==> src/design/pdle_pkg.sv <==
// package for the packet delay/loss emulator: widths, command and csr codes, payload types
// no dependencies
`default_nettype none
package pdle_pkg;
   localparam int unsigned SLOTS_DEFAULT       = 256;
   localparam int unsigned READY_SLOTS_DEFAULT = 64;
   localparam int unsigned TIME_W  = 48;
   localparam int unsigned ADDR_W  = 32;
   localparam int unsigned HL_W    = 28;
   localparam int unsigned LAT_W   = 20;
   localparam int unsigned THR_W   = 17;

   localparam logic [1:0] CMD_SEND    = 2'd0;
   localparam logic [1:0] CMD_UPDATE  = 2'd1;
   localparam logic [1:0] CMD_RECEIVE = 2'd2;

   localparam logic [1:0] CSR_LATENCY = 2'd0;
   localparam logic [1:0] CSR_JITTER  = 2'd1;
   localparam logic [1:0] CSR_LOSS    = 2'd2;
   localparam logic [1:0] CSR_DUP     = 2'd3;

   // one second in microseconds and the draw full scale
   localparam logic [19:0] ONE_SEC_US = 20'd1000000;
   localparam logic [16:0] DRAW_FULL  = 17'd65535;

   typedef struct packed {
      logic [1:0]  command;
      logic [47:0] time_now;
      logic [31:0] src_addr;
      logic [31:0] dst_addr;
      logic [15:0] packet_handle;
      logic [11:0] packet_len;
      logic [6:0]  max_count;
      logic [15:0] rand_loss;
      logic [15:0] rand_jitter;
      logic [15:0] rand_dup;
      logic [15:0] rand_dup_delay;
   } req_type;

   typedef struct packed {
      logic        found;
      logic [31:0] out_src_addr;
      logic [15:0] out_handle;
      logic [11:0] out_len;
      logic        last;
   } rsp_type;

   typedef struct packed {
      logic [1:0]  index;
      logic [31:0] data;
   } csr_type;
endpackage
`default_nettype wire

==> src/design/pdle_ctrl.sv <==
// controller: sequences send, update scan and receive scan
// depends on pdle_pkg
`default_nettype none
module pdle_ctrl #(
   parameter int unsigned SLOTS       = pdle_pkg::SLOTS_DEFAULT,
   parameter int unsigned READY_SLOTS = pdle_pkg::READY_SLOTS_DEFAULT
) (
   input  wire logic       clock,
   input  wire logic       reset,
   input  wire logic       req_valid,
   output logic            req_ready,
   input  wire logic [1:0] req_command,
   input  wire logic       rsp_ready,
   output logic            rsp_valid,
   output logic [6:0]      st_cmd,
   input  wire logic [6:0] dp_status
);
   localparam int unsigned SW = $clog2(SLOTS);
   localparam int unsigned RW = (READY_SLOTS > 1) ? $clog2(READY_SLOTS) : 1;

   localparam logic [2:0] S_IDLE  = 3'd0;
   localparam logic [2:0] S_SEND  = 3'd1;
   localparam logic [2:0] S_SEND2 = 3'd2;
   localparam logic [2:0] S_UPD   = 3'd3;
   localparam logic [2:0] S_RCV   = 3'd4;
   localparam logic [2:0] S_OUT   = 3'd5;

   // dp_status: {scan_done, is_dup, is_drop, rcv_done, rcv_hit, rcv_last, unused}
   logic [2:0] state_ff, state_in;
   assign req_ready = (state_ff == S_IDLE);
   assign rsp_valid = (state_ff == S_OUT);

   // st_cmd: {start_send, start_upd, start_rcv, step_send, step_upd, step_rcv, out_taken}
   always_comb begin
      state_in = state_ff;
      st_cmd   = '0;
      case (state_ff)
         S_IDLE: begin
            if (req_valid) begin
               case (req_command)
                  pdle_pkg::CMD_SEND:    begin st_cmd[6] = 1'b1; state_in = S_SEND; end
                  pdle_pkg::CMD_UPDATE:  begin st_cmd[5] = 1'b1; state_in = S_UPD; end
                  pdle_pkg::CMD_RECEIVE: begin st_cmd[4] = 1'b1; state_in = S_RCV; end
                  default: state_in = S_IDLE;
               endcase
            end
         end
         S_SEND: begin
            st_cmd[3] = 1'b1;
            state_in = (dp_status[5] && !dp_status[4]) ? S_SEND2 : S_IDLE;
         end
         S_SEND2: begin
            state_in = S_IDLE;
         end
         S_UPD: begin
            st_cmd[2] = 1'b1;
            if (dp_status[6]) state_in = S_IDLE;
         end
         S_RCV: begin
            st_cmd[1] = 1'b1;
            if (dp_status[2] || dp_status[3]) state_in = S_OUT;
         end
         S_OUT: begin
            if (rsp_ready) begin
               st_cmd[0] = 1'b1;
               state_in = dp_status[1] ? S_IDLE : S_RCV;
            end
         end
         default: state_in = S_IDLE;
      endcase
   end

   always_ff @(posedge clock) begin
      if (reset) state_ff <= S_IDLE;
      else state_ff <= state_in;
   end
   logic unused_ok;
   assign unused_ok = dp_status[0] ^ SW[0] ^ RW[0];
endmodule
`default_nettype wire

==> config.mk <==
export PLATFORM = sky130hd
export DESIGN_NAME = pdle_ctrl
export DESIGN_NICKNAME = d
export VERILOG_FILES = /design/src/design/pdle_pkg.sv /design/src/design/pdle_ctrl.sv
export SDC_FILE = /design/constraint.sdc
export NUM_CORES = 1
export LEC_CHECK = 0
export BUFFER_PORTS_ARGS = -buffer_cell sky130_fd_sc_hd__buf_2
export CORE_AREA = 2 2 39 41
export DETAILED_ROUTE_END_ITERATION = 16
export DIE_AREA = 0 0 41 43
export SLEW_MARGIN = 40
export SYNTH_ARGS = -nofsm -noshare
export SYNTH_HDL_FRONTEND = slang
export SYNTH_SLANG_ARGS = --single-unit
==> constraint.sdc <==
create_clock -name clock -period 2.2 [get_ports clock]
set_clock_uncertainty 0.15 [all_clocks]
set_input_delay 0.44 -clock clock [delete_from_list [all_inputs] [get_ports clock]]
set_output_delay 0.44 -clock clock [all_outputs]
set_load 0.01 [all_outputs]
=== Yosys cells after proc, flatten, opt, wreduce, memory -nomap -nowiden ===
Cells that the tools add are included.

* Output and inout port bits: 9
* Flip-flop bits (word level): 3
* Input port bits: 13

* Multiplexer cells: 18
* Reductions and logical operators: 6
* Eq/ne operators: 10

{| class="wikitable"
|+ Operators by type and width
! kind !! count
|-
| 3-bit two-way mux || 7
|-
| 3-bit one-hot mux with 5 select lines || 1
|-
| 3-bit one-hot mux with 3 select lines || 1
|-
| 1-bit two-way mux || 8
|-
| 2-bit != test, second input constant || 4
|-
| 3-bit equality test, second input constant || 2
|-
| 4-bit AND reduction || 1
|-
| 3-bit by 1-bit equality test with 1-bit output, second input constant || 1
|-
| 3-bit by 2-bit equality test with 1-bit output, second input constant || 1
|-
| 3-bit logical NOT || 1
|-
| 2-bit by 1-bit equality test with 1-bit output, second input constant || 1
|-
| 2-bit equality test, second input constant || 1
|-
| 2-bit logical NOT || 1
|-
| 2-bit two-way mux || 1
|-
| 1-bit logical AND || 1
|-
| 1-bit logical NOT || 1
|-
| 1-bit logical OR || 1
|}

=== Depth between registers and ports, before layout ===
Gate-level depths: netlist of the first run.

* Word-level depth: 4
* Depth in mapped cells: 5

=== Worst setup path before layout of the first run ===
No wires, ideal clock.

* Kind: register to output
* From: register state_ff[1]
* To: output port st_cmd[6]
* Arrival: 1.266 ns
* Path slack: 0.344 ns
* Stages on the path, launching flop included: 4
* Path through: dfxtp_1 -> buf_6 -> nor3_1 -> nor4bb_1

* Cells in the longest elaborated chain, start to end: 2

{| class="wikitable"
|+ RTL lines
! what !! RTL line !! text
|-
| start: declaration || pdle_ctrl.sv:29 || <nowiki>logic [2:0] state_ff, state_in;</nowiki>
|-
| start signal: assignment || pdle_ctrl.sv:75 || <nowiki>else state_ff <= state_in;</nowiki>
|-
| 3-bit logical NOT || - ||
|-
| net req_ready || pdle_ctrl.sv:11 || <nowiki>output logic req_ready,</nowiki>
|-
| 3-bit two-way mux || pdle_ctrl.sv:37 || <nowiki>case (state_ff)</nowiki>
|-
| end: declaration || pdle_ctrl.sv:15 || <nowiki>output logic [6:0] st_cmd,</nowiki>
|}

The timed path passes the listed nets, and every way through them passes these cells.

=== Worst setup path after layout of the first run ===
* From: register state_ff[2]
* To: output port st_cmd[0]

* Cells in the longest elaborated chain, start to end: 2

{| class="wikitable"
|+ RTL lines
! what !! RTL line
|-
| 3-bit equality test || pdle_ctrl.sv:37
|-
| 1-bit two-way mux || pdle_ctrl.sv:37
|}

No other way between the ends.

==> reports/qor.txt, run 1 <==
IO Port Bufs -> 20
Final nets -> 75
Crit path time final -> 2.00 ns
Fraction of layout cells with a size suffix above 1 -> 50.8%
Slowest stage cell on the critical path -> dfxtp_1
Tightest Pin Transition -> 0.483 ns
Int Pwr -> 0.000202 W
Synth top cells by count -> inv_1, buf_6, dfxtp_1, nand2_1, nor3_1
Switching share of total power -> 36.4%
Post-Synthesis Cells -> 39
Largest Register -> state_ff
Avg WL per Cell -> 10.5 um
Grt total ovfl -> 0
Synth Area in Compound Gates -> 23.4%
Die H -> 43 um
Leading cell types by total area after synthesis -> dfxtp_1, buf_6, or3_4, o41ai_2, nor3_1
Max-slew violation count -> 0
Simple-gate area share of the yosys netlist -> 42.6%
Ant diodes -> 0
Die width -> 41 um
Total number of vias -> 380
# hold bufs at CTS -> 0
H-tree levels -> 1
Combinational Power Share -> 42.2%
Final design utilization -> 32.2%
Max reg flops -> 3
Mux share of post-synthesis cell area -> 0%
Syn. warnings -> 0
Req. time, crit path -> 1.61 ns
Clock share of power -> 31.1%
Post-DP HPWL -> 651 um
Worst-path clk slew -> 0.04 ns
Pwr dens -> 712 mW/mm^2
Share of the synthesized area in the top cell type -> 18.8%
# setup viols final -> 0
Primary FF master, synth -> dfxtp_1
Number of nets still failing antenna checks after routing -> 0
NetSw -> 0.000116 W
CP Launch Type -> flip-flop
Status -> complete, no violations
Most frequent cell after synthesis -> inv_1
WL final -> 812 um
CTS Root Cell -> clkbuf_4
Top Registers -> state_ff: 3 flops
TNS Setup -> 0 ns
Hold Vio Cnt, Final -> 0
Register bit total from synthesis -> 3
Yosys cell types -> 24
DRT Pass-1 Iters -> 2
Synth-to-layout area growth -> 39.1%
Drt drc -> 0
Syn avg cell area -> 8.21 um^2
Clock sinks -> 3
Tot GR Track Use -> 11.5%
Max Clk Rate -> 501 MHz
Peak VDD IR -> 156 uV
Detailed Route Iter0 Violations -> 6
FFs w/ async S/R, synth -> 0%
CTS tree -> yes
Vias in the first global route -> 354
Synth Area in XOR/XNOR -> 0%
Initial antenna violation count -> 0
Part of the power in registers -> 26.7%
Max Cap Viol -> 0
Worst hold path class -> in2reg
Largest family of logic cells by synthesized area -> simple AND/OR/NAND/NOR gates
Row count -> 14
Synth area leader -> dfxtp_1
CP Max Fanout -> 9
I/O Pins -> 22
Cell Area, Synth -> 320 um^2
CP endpoint kind -> output pin
Syn_nets -> 52
Sequential fraction of the synthesis area -> 18.8%
Pleak -> 0.217 nW
Adder-cell area share of the yosys netlist -> 0%
Pin count of the biggest net entering global routing -> 11
Die area -> 0.00176 mm^2
Worst rel slew slack -> 67.4%
Critical path class -> reg2out
GP Congestion -> 0.724
RSZ-0062 raised after global routing -> no
Core Region -> 0.00138 mm^2
CTS Buf Count -> 3
EDFF count, synth -> 0
Vias per inst -> 4.94
Tcrit/Tclk final -> 90.7%
Crit path largest cell delay -> 0.49 ns
Worst-Skew Late Latency -> 0.23 ns
Initial Utilization -> 23.1%
Clock tree buffer depth -> 2
First-pass GRT wire length -> 1.39 mm
CP Cell Sequence -> inv_1, nor3b_1, and2_1, buf_2
Critical path data arrival time -> 1.41 ns
[final timing paths]
path                                   from           to  slack [ns]  cells after the start
worst max-delay path            state_ff[2]    st_cmd[0]        0.20                      4
worst min-delay path                  reset  state_ff[2]        0.29                      2
worst max register to register  state_ff[2]  state_ff[0]        0.45                      4
worst min register to register  state_ff[1]  state_ff[2]        0.49                      2
[layout make-up]
class	count	area [um^2]
clock buffer	4	26.3
multi-input combinational	29	216
sequential	3	60.1
timing repair buffer	21	108
inverter	4	15.0
tap	16	20.0
fill	156	938
[critical path: cells and delay by family, from the launching register on]
kind / cells / cell delay, ns
buffers and inverters: 2 / 0.28
flip-flops: 1 / 0.49
AND/OR/NAND/NOR: 2 / 0.40
[cells in the final DEF, fill, tap and decap left out, drive strengths merged, types with 2 or more instances in the layout]
cell,netlist,routed
and2,2,2
dfxtp,3,3
nor3b,3,3
nor3,3,3
a21oi,2,2
inv,4,4
nand2,3,3
nor2,2,2
or3,2,2
clkbuf,0,4
buf,3,21
[what timing repair did]
action | in CTS | in global routing
endpoints found under the setup margin | 0 | 1
resized for setup | 0 | 1
buffers inserted | 0 | 0
[per-stage QoR]
| stage | cell area (um^2) | std cells | worst slack, ns | total power [W] | hold WS (ns) |
|---|---|---|---|---|---|
| 6_report | 445 | 77 | 0.204 | 0.000317 | 0.288 |
| 5_1_grt | 445 | 77 | 0.0425 | 0.000340 | 0.289 |
| 4_1_cts | 440 | 77 | 0.0965 | 0.000322 | 0.274 |
| 3_5_place_dp | 414 | 73 | 0.373 | 0.000216 | 0.459 |
| 3_3_place_gp | 414 | 73 | 0.402 | 0.000214 | 0.462 |
| 2_1_floorplan | 320 | 39 | 0.344 | 0.000187 | 0.383 |
[power groups by stage]
| stage | Clock [W] | Combinational, W | Sequential [W] |
|---|---|---|---|
| 2_1_floorplan | 0 | 0.000119 | 0.0000683 |
| 3_3_place_gp | 0 | 0.000130 | 0.0000835 |
| 3_5_place_dp | 0 | 0.000133 | 0.0000829 |
| 4_1_cts | 0.000106 | 0.000133 | 0.0000823 |
| 5_1_grt | 0.000106 | 0.000146 | 0.0000872 |
| 6_report | 0.0000987 | 0.000134 | 0.0000848 |
[layer usage]
metal / up-vias / share of wire (%) / track usage [%]
met4: 0 / 0 / 10.0
met1: 180 / 44 / 15.7
met5: - / 0 / 0
li1: 188 / - / -
met2: 12 / 50 / 15.9
met3: 0 / 5.4 / 0
[logic make-up (layout without fill, tap and decap cells)]
kind of cell | after synthesis | in the layout
buffers and inverters | 7 | 29
flip-flops | 3 | 3
AND/OR/NAND/NOR | 20 | 20
AO/OA/AOI/OAI | 9 | 9
No activity file was read; power rests on OpenSTA's default activity.
==> run 2: changes to the inputs <==
Clock period 2.2 ns to 1.75 ns, I/O delays scaled along.
==> run 2 against run 1 <==
Combinational power is 110% higher. Count of clock-buffer cells in the layout stayed put. The run now ends with setup timing left. Sequential power is 29% higher. Global-route usage is 3.1 points higher. First-iteration DRC count is 50% lower. Routed wire length is 21% higher. Cell area is 31% higher. Total power is 62% higher.
==> reports/qor.txt, run 2 (synthesis results as in run 1) <==
Status -> finished, violations left (was complete, no violations)
Failing checks -> setup timing
Number of nets still failing antenna checks after routing -> 0 (unchanged)
Crit path time final -> 1.76 ns
Commonest non-fill, non-tap cell in the layout -> buf_2 (unchanged)
Ant diodes -> 0 (unchanged)
Post-route insts no fill -> 86 (was 77)
CTS Buf Count -> 3 (unchanged)
IO Port Bufs -> 20 (unchanged)
Tightest Pin Transition -> 0.308 ns (was 0.483 ns)
Pleak -> 0.297 nW (was 0.217 nW)
Clock tree buffer depth -> 2 (unchanged)
Core Region -> 0.00138 mm^2 (unchanged)
Slowest stage cell on the critical path -> dfxtp_4 (was dfxtp_1)
Vias in the first global route -> 404 (was 354)
Die H -> 43 um (unchanged)
DRT Pass-1 Iters -> 3 (was 2)
Req. time, crit path -> 1.25 ns (was 1.61 ns)
Placed cells -> 77 (was 73)
Pin count of the biggest net entering global routing -> 7 (was 11)
TNS Setup -> -0.0117 ns (was 0 ns)
CP endpoint kind -> output pin (unchanged)
Commonest cells after routing, fill and taps aside -> buf_2, buf_4, inv_1 (was buf_2, inv_1, nand2_1, clkbuf_4, dfxtp_1)
WL final -> 985 um (was 812 um)
Final nets -> 84 (was 75)
Avg WL per Cell -> 11.5 um (was 10.5 um)
Crit path largest cell delay -> 0.35 ns (was 0.49 ns)
Detailed Route Iter0 Violations -> 3 (was 6)
Pwr dens -> 879 mW/mm^2 (was 712 mW/mm^2)
Worst-path clk slew -> 0.04 ns (about the same)
# setup viols final -> 2 (was 0)
Synth-to-layout area growth -> 82.0% (was 39.1%)
Worst hold path class -> in2reg (unchanged)
Vias per inst -> 4.80 (was 4.94)
Peak VDD IR -> 289 uV (was 156 uV)
Row count -> 14 (unchanged)
Max reg flops -> 3 (unchanged)
CTS tree -> yes (unchanged)
Worst-Skew Late Latency -> 0.24 ns (was 0.23 ns)
First-pass GRT wire length -> 1.65 mm (was 1.39 mm)
CP Max Fanout -> 4 (was 9)
Worst rel slew slack -> 79.3% (was 67.4%)
Die area -> 0.00176 mm^2 (unchanged)
Fraction of layout cells with a size suffix above 1 -> 67.1% (was 50.8%)
Max Cap Viol -> 0 (unchanged)
Initial antenna violation count -> 0 (unchanged)
Clock sinks -> 3 (unchanged)
Fillers -> 148 (was 156)
I/O Pins -> 22 (unchanged)
Post-DP HPWL -> 747 um (was 651 um)
Max-slew violation count -> 0 (unchanged)
Critical path data arrival time -> 1.26 ns (was 1.41 ns)
Top Registers -> state_ff: 3 flops (unchanged)
CP Launch Type -> flip-flop (unchanged)
CP Cell Sequence -> nor3_4, nor3b_2, and2_1, buf_2 (was inv_1, nor3b_1, and2_1, buf_2)
Tot GR Track Use -> 14.6% (was 11.5%)
GP Congestion -> 0.738 (was 0.724)
Critical path class -> reg2out (unchanged)
Grt total ovfl -> 0 (unchanged)
Total number of vias -> 413 (was 380)
Hold Vio Cnt, Final -> 0 (unchanged)
Drt drc -> 0 (unchanged)
Largest Register -> state_ff (unchanged)
Post-route setup slack -> -0.00819 ns (was 0.204 ns)
H-tree levels -> 1 (unchanged)
CTS Root Cell -> clkbuf_4 (unchanged)
Max Clk Rate -> 569 MHz
Die width -> 41 um (unchanged)
Tcrit/Tclk final -> 100%
Initial Utilization -> 23.1% (unchanged)
RSZ-0062 raised after global routing -> yes (was no)
-- run 2: changes by cell type in the layout (fill, tap and decap cells not counted), moves of 2 or more --
| cell | change |
|---|---|
| dfxtp_4 | +2 |
| buf_4 | +8 |
| dfxtp_1 | -3 |
| nor3b_1 | -2 |
| nor3b_2 | +2 |
-- run 2: metrics by stage --
stage	total power, W	util, %	hold WS (ns)	cell area [um^2]	setup slack [ns]
final	0.000513	42.1	0.204	583	-0.00819
after global routing	0.000558	42.1	0.190	583	-0.104
after CTS	0.000482	38.6	0.175	534	-0.0270
after detailed placement	0.000303	32.5	0.441	450	0.0727
after global placement	0.000298	32.5	0.434	450	0.0998
after floorplan	0.000238	-	0.299	327	-0.000850
-- run 2: worst paths after layout --
check | from | to | slack (ns) | cells past startpoint
setup / recovery | state_ff[2] | st_cmd[5] | -0.008 | 4
hold / removal | reset | state_ff[2] | 0.20 | 2
setup reg to reg | state_ff[0] | state_ff[1] | 0.08 | 6
hold reg to reg | state_ff[0] | state_ff[0] | 0.53 | 3
-- run 2: worst max-delay path, delay by kind of cell (launching register included) --
family / cells / cell delay, ns
simple gates: 3 / 0.54
flops: 1 / 0.35
buf+inv: 1 / 0.12
-- run 2: repair_timing --
action                     in CTS  in global routing
gates resized for setup         7                  7
buffers inserted                5                  0
pin swaps                       1                  3
setup endpoints to repair       5                  6
cloned                          0                  0
hold buffers                    0                  0
-- run 2: cell type report --
| type | count | area (um^2) | share of cell area [%] |
|---|---|---|---|
| inverters | 4 | 15.0 | 2.58 |
| flip-flops and latches | 3 | 68.8 | 11.8 |
| clock buffers | 4 | 26.3 | 4.51 |
| well taps | 16 | 20.0 | 3.43 |
| repair buffers | 30 | 179 | 30.7 |
| multi-input cells | 29 | 274 | 47.0 |
-- run 2: power by group --
part	leakage (nW)	switching (W)	internal, W
clock	0.0150	0.0000409	0.0000858
sequential	0.0264	0.0000237	0.0000853
combinational	0.256	0.000117	0.000160
-- run 2: per-layer routing --
metal / track usage (%) / vias up / part of all wire [%]
li1: - / 206 / -
met1: 16.3 / 191 / 41
met2: 21.3 / 11 / 50
met3: 3.14 / 5 / 4.6
met4: 14.0 / 0 / 4.1
met5: 0 / - / 0
